File: src/design/srsw_pkg.sv
// Package: item types, command and outcome codes for the selective-repeat sender window.
`timescale 1ns / 1ps

package srsw_pkg;

  // Internal sequence counters follow the width of the seq_count register.
  localparam int unsigned SEQ_W = 5;

  // Configuration register indexes.
  localparam logic [1:0] CFG_SEQ_COUNT   = 2'd0;
  localparam logic [1:0] CFG_WINDOW_SIZE = 2'd1;

  // Reset values of the configuration registers.
  localparam logic [4:0] SEQ_COUNT_RST   = 5'd8;
  localparam logic [3:0] WINDOW_SIZE_RST = 4'd4;

  typedef enum logic [1:0] {
    CMD_SEND    = 2'd0,
    CMD_ACK     = 2'd1,
    CMD_TIMEOUT = 2'd2
  } srsw_cmd_e;

  typedef enum logic [2:0] {
    OUT_SENT        = 3'd0,
    OUT_REFUSED     = 3'd1,
    OUT_ACK_IN      = 3'd2,
    OUT_ACK_OUTSIDE = 3'd3,
    OUT_ACK_CORRUPT = 3'd4,
    OUT_RESENT      = 3'd5
  } srsw_outcome_e;

  typedef struct packed {
    logic [1:0]  cmd;
    logic [63:0] payload;
    logic [3:0]  seq_number;
    logic        ack_intact;
  } srsw_in_t;

  typedef struct packed {
    srsw_outcome_e outcome;
    logic          packet_valid;
    logic [3:0]    packet_seq;
    logic [63:0]   packet_payload;
    logic          timer_stop;
    logic          timer_start;
    logic [3:0]    timer_seq;
    logic [3:0]    window_base;
    logic [3:0]    next_to_send;
    logic          window_full;
  } srsw_out_t;

endpackage

File: src/design/selective_repeat_sender_window_core.sv
// Top level: selective-repeat ARQ sender window with its payload store and ack marks.
`timescale 1ns / 1ps

// Channel   Direction  Handshake                    Payload
// command   in         start high while busy low    item_i (srsw_in_t)
// result    out        result_valid_o, one cycle    result_o (srsw_out_t)
// config    in         cfg_valid_i and cfg_ready_o  cfg_index_i, cfg_data_i
//
// An item is accepted on the edge where start is high and busy is low. Sends, timeouts,
// refused sends and acks that mark nothing pass through the execute state and then show
// their result in the done state; an ack inside the window passes through the walk state
// between them, where the base walks one mark per cycle. A new item may be accepted in the
// cycle its predecessor's result is shown. An item with the unused command code is accepted
// and dropped without a result. Reset is asynchronous and restores the register defaults
// and an empty window; the payload store is not cleared. The receiver cannot stall, so a
// result is valid for exactly one cycle.

module selective_repeat_sender_window_core #(
  parameter int unsigned SEQ_MAX      = 16,
  parameter int unsigned PAYLOAD_BITS = 64
) (
  input  logic               clk_i,
  input  logic               rst_ni,
  input  logic               start,
  output logic               busy,
  input  srsw_pkg::srsw_in_t item_i,
  output logic               result_valid_o,
  output srsw_pkg::srsw_out_t result_o,
  input  logic               cfg_valid_i,
  output logic               cfg_ready_o,
  input  logic [1:0]         cfg_index_i,
  input  logic [4:0]         cfg_data_i
);
  import srsw_pkg::*;

  // The count register is five bits wide, so no more than 31 numbers are ever in use.
  localparam int unsigned DEPTH = (SEQ_MAX < 31) ? SEQ_MAX : 31;
  localparam int unsigned IW    = $clog2(DEPTH);
  localparam logic [SEQ_W-1:0] CntMax = SEQ_W'(DEPTH);
  localparam logic [SEQ_W-1:0] CntMin = SEQ_W'(2);

  // One-hot sequencer.
  typedef enum logic [3:0] {
    ST_IDLE = 4'b0001,
    ST_EXEC = 4'b0010,
    ST_WALK = 4'b0100,
    ST_DONE = 4'b1000
  } state_e;

  state_e state_q, state_d;

  // Configuration registers.
  logic [4:0] seq_count_q;
  logic [3:0] window_size_q;

  // Window state. Marks are flip-flops so reset and a register write clear them at once.
  logic [SEQ_W-1:0] base_q, next_q;
  logic [DEPTH-1:0] marks_q;

  // Item register.
  logic [1:0]              cmd_q;
  logic [PAYLOAD_BITS-1:0] pay_q;
  logic [3:0]              seq_q;
  logic                    intact_q;

  // Result fields other than the status, which is taken from the window registers.
  srsw_outcome_e           outcome_q;
  logic                    pv_q, tstop_q, tstart_q;
  logic [3:0]              pseq_q, tseq_q;
  logic [PAYLOAD_BITS-1:0] ppay_q;

  // Payload store: one write port and one registered read port.
  logic [PAYLOAD_BITS-1:0] store_mem [DEPTH];
  logic [PAYLOAD_BITS-1:0] rdata_q;
  logic                    store_we;
  logic [IW-1:0]           store_raddr;

  logic accept, cmd_known, cfg_we, cfg_restart;
  logic [SEQ_W-1:0] sc_eff, w_eff, top_cur, seq_ext;
  logic full_cur, in_win, mark_at_base;

  // Top of the window: (base + w) mod sc, where both terms are below sc.
  function automatic logic [SEQ_W-1:0] window_top(input logic [SEQ_W-1:0] base,
                                                  input logic [SEQ_W-1:0] w,
                                                  input logic [SEQ_W-1:0] sc);
    logic [SEQ_W:0] sum;
    sum = {1'b0, base} + {1'b0, w};
    if (sum >= {1'b0, sc}) begin
      window_top = SEQ_W'(sum - {1'b0, sc});
    end else begin
      window_top = sum[SEQ_W-1:0];
    end
  endfunction

  function automatic logic [SEQ_W-1:0] wrap_inc(input logic [SEQ_W-1:0] x,
                                                input logic [SEQ_W-1:0] sc);
    logic [SEQ_W-1:0] nx;
    nx = x + SEQ_W'(1);
    wrap_inc = (nx >= sc) ? '0 : nx;
  endfunction

  // Effective count and window after clamping.
  always_comb begin
    if (seq_count_q < CntMin) begin
      sc_eff = CntMin;
    end else if (seq_count_q > CntMax) begin
      sc_eff = CntMax;
    end else begin
      sc_eff = seq_count_q;
    end
    if (window_size_q == 4'd0) begin
      w_eff = SEQ_W'(1);
    end else if ({1'b0, window_size_q} > (sc_eff - SEQ_W'(1))) begin
      w_eff = sc_eff - SEQ_W'(1);
    end else begin
      w_eff = {1'b0, window_size_q};
    end
  end

  assign top_cur  = window_top(base_q, w_eff, sc_eff);
  assign full_cur = (top_cur == next_q);
  assign seq_ext  = {1'b0, seq_q};

  // Membership test for the acked number; numbers at or above the count lie outside.
  always_comb begin
    if (seq_ext >= sc_eff) begin
      in_win = 1'b0;
    end else if (base_q < top_cur) begin
      in_win = (seq_ext >= base_q) && (seq_ext < top_cur);
    end else begin
      in_win = (seq_ext >= base_q) || (seq_ext < top_cur);
    end
  end

  assign mark_at_base = marks_q[base_q[IW-1:0]];

  assign cmd_known = (item_i.cmd == CMD_SEND) || (item_i.cmd == CMD_ACK) ||
                     (item_i.cmd == CMD_TIMEOUT);
  assign busy        = !((state_q == ST_IDLE) || (state_q == ST_DONE));
  assign accept      = start && !busy;
  assign cfg_ready_o = (state_q == ST_IDLE);
  assign cfg_we      = cfg_valid_i && cfg_ready_o;
  assign cfg_restart = cfg_we && ((cfg_index_i == CFG_SEQ_COUNT) ||
                                  (cfg_index_i == CFG_WINDOW_SIZE));

  // The store is written only in the execute cycle and read only on acceptance, so a read
  // and a write never meet in the same cycle and no forwarding is needed.
  assign store_we    = (state_q == ST_EXEC) && (cmd_q == CMD_SEND) && !full_cur;
  assign store_raddr = IW'({1'b0, item_i.seq_number});

  always_ff @(posedge clk_i) begin
    if (store_we) begin
      store_mem[next_q[IW-1:0]] <= pay_q;
    end
    if (accept) begin
      rdata_q <= store_mem[store_raddr];
    end
  end

  // Next state of the sequencer.
  always_comb begin
    state_d = state_q;
    case (state_q)
      ST_IDLE, ST_DONE: begin
        if (accept && cmd_known) begin
          state_d = ST_EXEC;
        end else begin
          state_d = ST_IDLE;
        end
      end
      ST_EXEC: begin
        if ((cmd_q == CMD_ACK) && intact_q && in_win) begin
          state_d = ST_WALK;
        end else begin
          state_d = ST_DONE;
        end
      end
      ST_WALK: begin
        if (!mark_at_base) begin
          state_d = ST_DONE;
        end
      end
      default: state_d = ST_IDLE;
    endcase
  end

  // Control state: sequencer, registers and window.
  always_ff @(posedge clk_i or negedge rst_ni) begin
    if (!rst_ni) begin
      state_q       <= ST_IDLE;
      seq_count_q   <= SEQ_COUNT_RST;
      window_size_q <= WINDOW_SIZE_RST;
      base_q        <= '0;
      next_q        <= '0;
      marks_q       <= '0;
    end else begin
      state_q <= state_d;
      if (cfg_restart) begin
        if (cfg_index_i == CFG_SEQ_COUNT) begin
          seq_count_q <= cfg_data_i;
        end else begin
          window_size_q <= cfg_data_i[3:0];
        end
        base_q  <= '0;
        next_q  <= '0;
        marks_q <= '0;
      end else begin
        case (state_q)
          ST_EXEC: begin
            if (store_we) begin
              marks_q[next_q[IW-1:0]] <= 1'b0;
              next_q <= wrap_inc(next_q, sc_eff);
            end else if ((cmd_q == CMD_ACK) && intact_q && in_win) begin
              marks_q[seq_ext[IW-1:0]] <= 1'b1;
            end
          end
          ST_WALK: begin
            // Retire one marked entry at the base per cycle.
            if (mark_at_base) begin
              marks_q[base_q[IW-1:0]] <= 1'b0;
              base_q <= wrap_inc(base_q, sc_eff);
            end
          end
          default: ;
        endcase
      end
    end
  end

  // Item register and result fields: payload only, no reset needed.
  always_ff @(posedge clk_i) begin
    if (accept) begin
      cmd_q    <= item_i.cmd;
      pay_q    <= item_i.payload[PAYLOAD_BITS-1:0];
      seq_q    <= item_i.seq_number;
      intact_q <= item_i.ack_intact;
    end
    if (state_q == ST_EXEC) begin
      case (cmd_q)
        CMD_SEND: begin
          if (full_cur) begin
            outcome_q <= OUT_REFUSED;
            pv_q      <= 1'b0;
            pseq_q    <= '0;
            ppay_q    <= '0;
            tstop_q   <= 1'b0;
            tstart_q  <= 1'b0;
            tseq_q    <= '0;
          end else begin
            outcome_q <= OUT_SENT;
            pv_q      <= 1'b1;
            pseq_q    <= next_q[3:0];
            ppay_q    <= pay_q;
            tstop_q   <= 1'b0;
            tstart_q  <= 1'b1;
            tseq_q    <= next_q[3:0];
          end
        end
        CMD_ACK: begin
          pv_q     <= 1'b0;
          pseq_q   <= '0;
          ppay_q   <= '0;
          tstart_q <= 1'b0;
          if (!intact_q) begin
            outcome_q <= OUT_ACK_CORRUPT;
            tstop_q   <= 1'b0;
            tseq_q    <= '0;
          end else begin
            outcome_q <= in_win ? OUT_ACK_IN : OUT_ACK_OUTSIDE;
            tstop_q   <= 1'b1;
            tseq_q    <= seq_q;
          end
        end
        default: begin
          // Timeout: resend from the store; a number beyond the store resends zero.
          outcome_q <= OUT_RESENT;
          pv_q      <= 1'b1;
          pseq_q    <= seq_q;
          ppay_q    <= (32'(seq_q) < SEQ_MAX) ? rdata_q : '0;
          tstop_q   <= 1'b1;
          tstart_q  <= 1'b1;
          tseq_q    <= seq_q;
        end
      endcase
    end
  end

  // The result shows the window as it stands after the step.
  assign result_valid_o = (state_q == ST_DONE);

  always_comb begin
    result_o                = '0;
    result_o.outcome        = outcome_q;
    result_o.packet_valid   = pv_q;
    result_o.packet_seq     = pseq_q;
    result_o.packet_payload = 64'(ppay_q);
    result_o.timer_stop     = tstop_q;
    result_o.timer_start    = tstart_q;
    result_o.timer_seq      = tseq_q;
    result_o.window_base    = base_q[3:0];
    result_o.next_to_send   = next_q[3:0];
    result_o.window_full    = full_cur;
  end

endmodule

File: config.mk
export PLATFORM = sky130hd
export DESIGN_NAME = selective_repeat_sender_window_core
export DESIGN_NICKNAME = d
export VERILOG_FILES = /design/src/design/srsw_pkg.sv /design/src/design/selective_repeat_sender_window_core.sv
export SDC_FILE = /design/constraint.sdc
export NUM_CORES = 1
export LEC_CHECK = 0
export BUFFER_PORTS_ARGS = -buffer_cell sky130_fd_sc_hd__buf_4
export CORE_UTILIZATION = 45
export CTS_BUF_LIST = sky130_fd_sc_hd__clkbuf_8
export DETAILED_ROUTE_END_ITERATION = 6
export SLEW_MARGIN = 20
export SYNTH_ARGS = -nofsm -noshare
export SYNTH_HDL_FRONTEND = slang
export SYNTH_SLANG_ARGS = --single-unit
File: constraint.sdc
create_clock -name clk_i -period 21 [get_ports clk_i]
set_clock_uncertainty 0.05 [all_clocks]
set_input_delay 4.2 -clock clk_i [delete_from_list [all_inputs] [get_ports clk_i]]
set_output_delay 4.2 -clock clk_i [all_outputs]
set_load 0.01 [all_outputs]
==> results.cfg <==
[run_status]
status = finished, final reports clean

[pwr]
power.density_nw_per_um2 = 104
combPwrFrac_pct = 13.7
power.internal_mw = 4.24
pwr-share-clk_pct = 33.3
vdd_drop_max_v = 0.0000765
swShare_pct = 27.0
p_switching_mw = 1.57
leakage_nw = 18.4
pwr-share-seq_pct = 53.0

[die]
die_y_um = 333
ios = 172
die_x_um = 333
initial_core_util_pct = 45.3
die_area_um2 = 111000
core-area_um2 = 109000
core.rowCount = 121

[timing]
final_max_slew_viol_count = 0
final.setup.tns_ns = 0
timing.slew.headroom_pct = 24.9
min_period_ns = 12.04
final.period_utilization_pct = 57.3
finalSetupViolations = 0
setup_slack_ns = 8.96
fmax_ghz = 0.0831
worstMarginPinSlew_ns = 1.13
finalHoldViolations = 0
rsz0062_at_grt = no

[clock_tree]
cts_max_path_buffers = 3
post_cts_resized = 0
post-cts-setup-buffers = 0
path_clk_slew_ns = 0.05
cts_max_level = 4
cts_made_buffers = 201
ctsHoldBuffers = 0
clockRootBuffer = clkbuf_8
cts_tree = done
cts_sinks = 1275
worst_skew_pair.late_latency_ns = 0.88

[drt]
antenna_left = 0
route.detailed.drc = 0
first_iter_violations = 2200
wl_um = 112000
dr_total_vias = 23560
viasPerCell = 5.79
drt_pass1_iterations = 5
drt-wirelength-per-cell_um = 27.5

[cells_and_area]
nets = 2617
fin_area_um2 = 55900
syn2layout_area_growth_pct = 13.5
drive_gt1_share_pct = 31.3

[worst_setup_path]
cpMaxStageDelayCell = o21ai_0
crit_fanout = 11
critical-path-max-stage-delay_ns = 0.72
crit_arrival_ns = 7.79
critPathCaptureType = output pin
required_ns = 16.75
crit_path_start_kind = flip-flop
ff2ff_setup_slack_ns = 11.30
worstSetupPathType = reg2out

[synth]
synth_seq_cells = 1275
yosysTopAreaCell = edfxtp_1
avgSynthCellArea_um2 = 22.4
synth_fp_nets = 2327
synth.top_cell.area_share_pct = 75.3
ys_top_cells_by_area = edfxtp_1 75%, mux4_2 15%, dfrtp_1 1.8%
synth-seq-area-share_pct = 77.3
ys_warn_count = 0
synth_edf_count = 1236
synth-async-reset-ratio_pct = 3.06
syn_area_um2 = 49300
ys_types = 63
ys.flop_type = edfxtp_1
syn-instance-count = 2198

[flow_run]
max_cap_violations = 0

[grt]
antenna_found_initial = 4
grt_pass1_vias = 25110
grtUsageTotal_pct = 20.5
grt_overflow = 0
grt_max_degree = 131
grt_pass1_wl_um = 167000

[place]
dpl_cell_area_um2 = 52300
hpwl_um = 57400
finalWeightedCongestion = 0.867
io_buffers = 171
dp_slack_ns = 9.91

[worst_hold_path]
min_path_type = reg2reg
## worst paths after layout
path,start,cells past startpoint,end
worst min-delay path,seq_count_q[0],1,seq_count_q[0]
worst max register to register,seq_count_q[3],30,store_mem[3][42]
max in group asynchronous,rst_ni,1,seq_count_q[2]
min in group asynchronous,rst_ni,1,marks_q[7]
worst max-delay path,seq_count_q[3],26,result_o[0]
worst min register to register,seq_count_q[0],1,seq_count_q[0]
## state kept, by name, summed over array words and instances, names as in the netlist
name           cells
store_mem       1024
pay_q             64
ppay_q            64
rdata_q           64
marks_q           16
base_q             5
next_q             5
seq_count_q        5
pseq_q             4
seq_q              4
state_q            4
tseq_q             4
window_size_q      4
outcome_q          3
cmd_q              2
intact_q           1
tstart_q           1
tstop_q            1
## cell type report
class                   instances  area (um^2)
clock inverters               170          913
fillers                      8548        52800
flip-flops and latches       1275        38100
multi-input cells             771        10700
clock buffers                 201         2770
repair buffers                211         1640
diodes                          1         2.50
well taps                    1414         1770
inverters                      28          108
## Yosys cell counts, drive strengths merged, types with 3 or more instances
library cell	number
or3	4
mux2	10
nor3	10
dfrtp	36
dfstp	3
o21ai	43
nor2b	7
a41oi	3
a31oi	7
a211oi	6
o22ai	7
a21o	6
buf	46
and3	9
a22o	76
a21oi	52
nand2	44
nor4b	3
ha	45
or2	4
clkbuf	78
o311ai	7
nor4	5
inv	26
xor2	6
edfxtp	1236
xnor2	11
o211ai	5
nand3	12
mux4	325
nor2	30
nand2b	10
## per-layer routing
layer / track usage, % / wire length, um / vias up
met5: 0 / 0 / -
met4: 5.62 / 1790 / 0
met3: 4.08 / 6800 / 165
met2: 32.8 / 55300 / 850
met1: 28.8 / 48200 / 12598
li1: - / - / 9947
## critical path, delay by kind of cell, from the launching register on
kind	cells	cell delay [ns]
AND/OR/NAND/NOR	7	1.97
buffers and inverters	3	0.29
flip-flops	1	0.56
XOR/XNOR	2	0.45
adder cells (fa/ha/maj)	5	1.66
multiplexers	1	0.51
AO/OA/AOI/OAI	8	1.48
## metrics by stage
step | utilization (%) | cells | power [mW] | hold WS (ns)
finish | 51.5 | 4071 | 5.81 | 0.485
global route | 51.5 | 4071 | 6.06 | 0.511
CTS | 51.5 | 4070 | 5.87 | 0.489
detailed placement | 48.1 | 3699 | 3.92 | 0.476
global placement | 48.1 | 3699 | 3.89 | 0.455
floorplan | - | 2198 | 3.65 | 0.441
## kinds of logic (layout without fill, tap and decap cells)
logic type | count (synthesis) | after routing | share of synthesized area [%]
compound gates | 221 | 221 | 3.21
xor+xnor | 17 | 17 | 0.302
fa+ha+maj | 48 | 48 | 1.25
buf+inv | 152 | 610 | 1.31
flops | 1275 | 1275 | 77.3
mux | 337 | 337 | 15.1
other cells | 1 | 2 | 0.00761
simple gates | 147 | 147 | 1.50
## power groups by stage
stage	Combinational (mW)	Clock (mW)	Sequential [mW]
after floorplan	0.555	0	3.09
after global placement	0.772	0	3.12
after detailed placement	0.792	0	3.13
after CTS	0.796	1.99	3.08
after global routing	0.869	2.09	3.09
final	0.794	1.93	3.08
## cells in the final DEF, fill, tap and decap left out, drive strengths merged, types with 30 or more instances in the layout
master / Yosys / routed
clkbuf: 78 / 201
nand2: 44 / 44
mux4: 325 / 325
edfxtp: 1236 / 1236
o21ai: 43 / 43
a22o: 76 / 76
dfrtp: 36 / 36
buf: 46 / 211
inv: 26 / 113
clkinv: 2 / 78
nor2: 30 / 30
ha: 45 / 45
a21oi: 52 / 52
No activity file was read; power rests on OpenSTA's default activity.
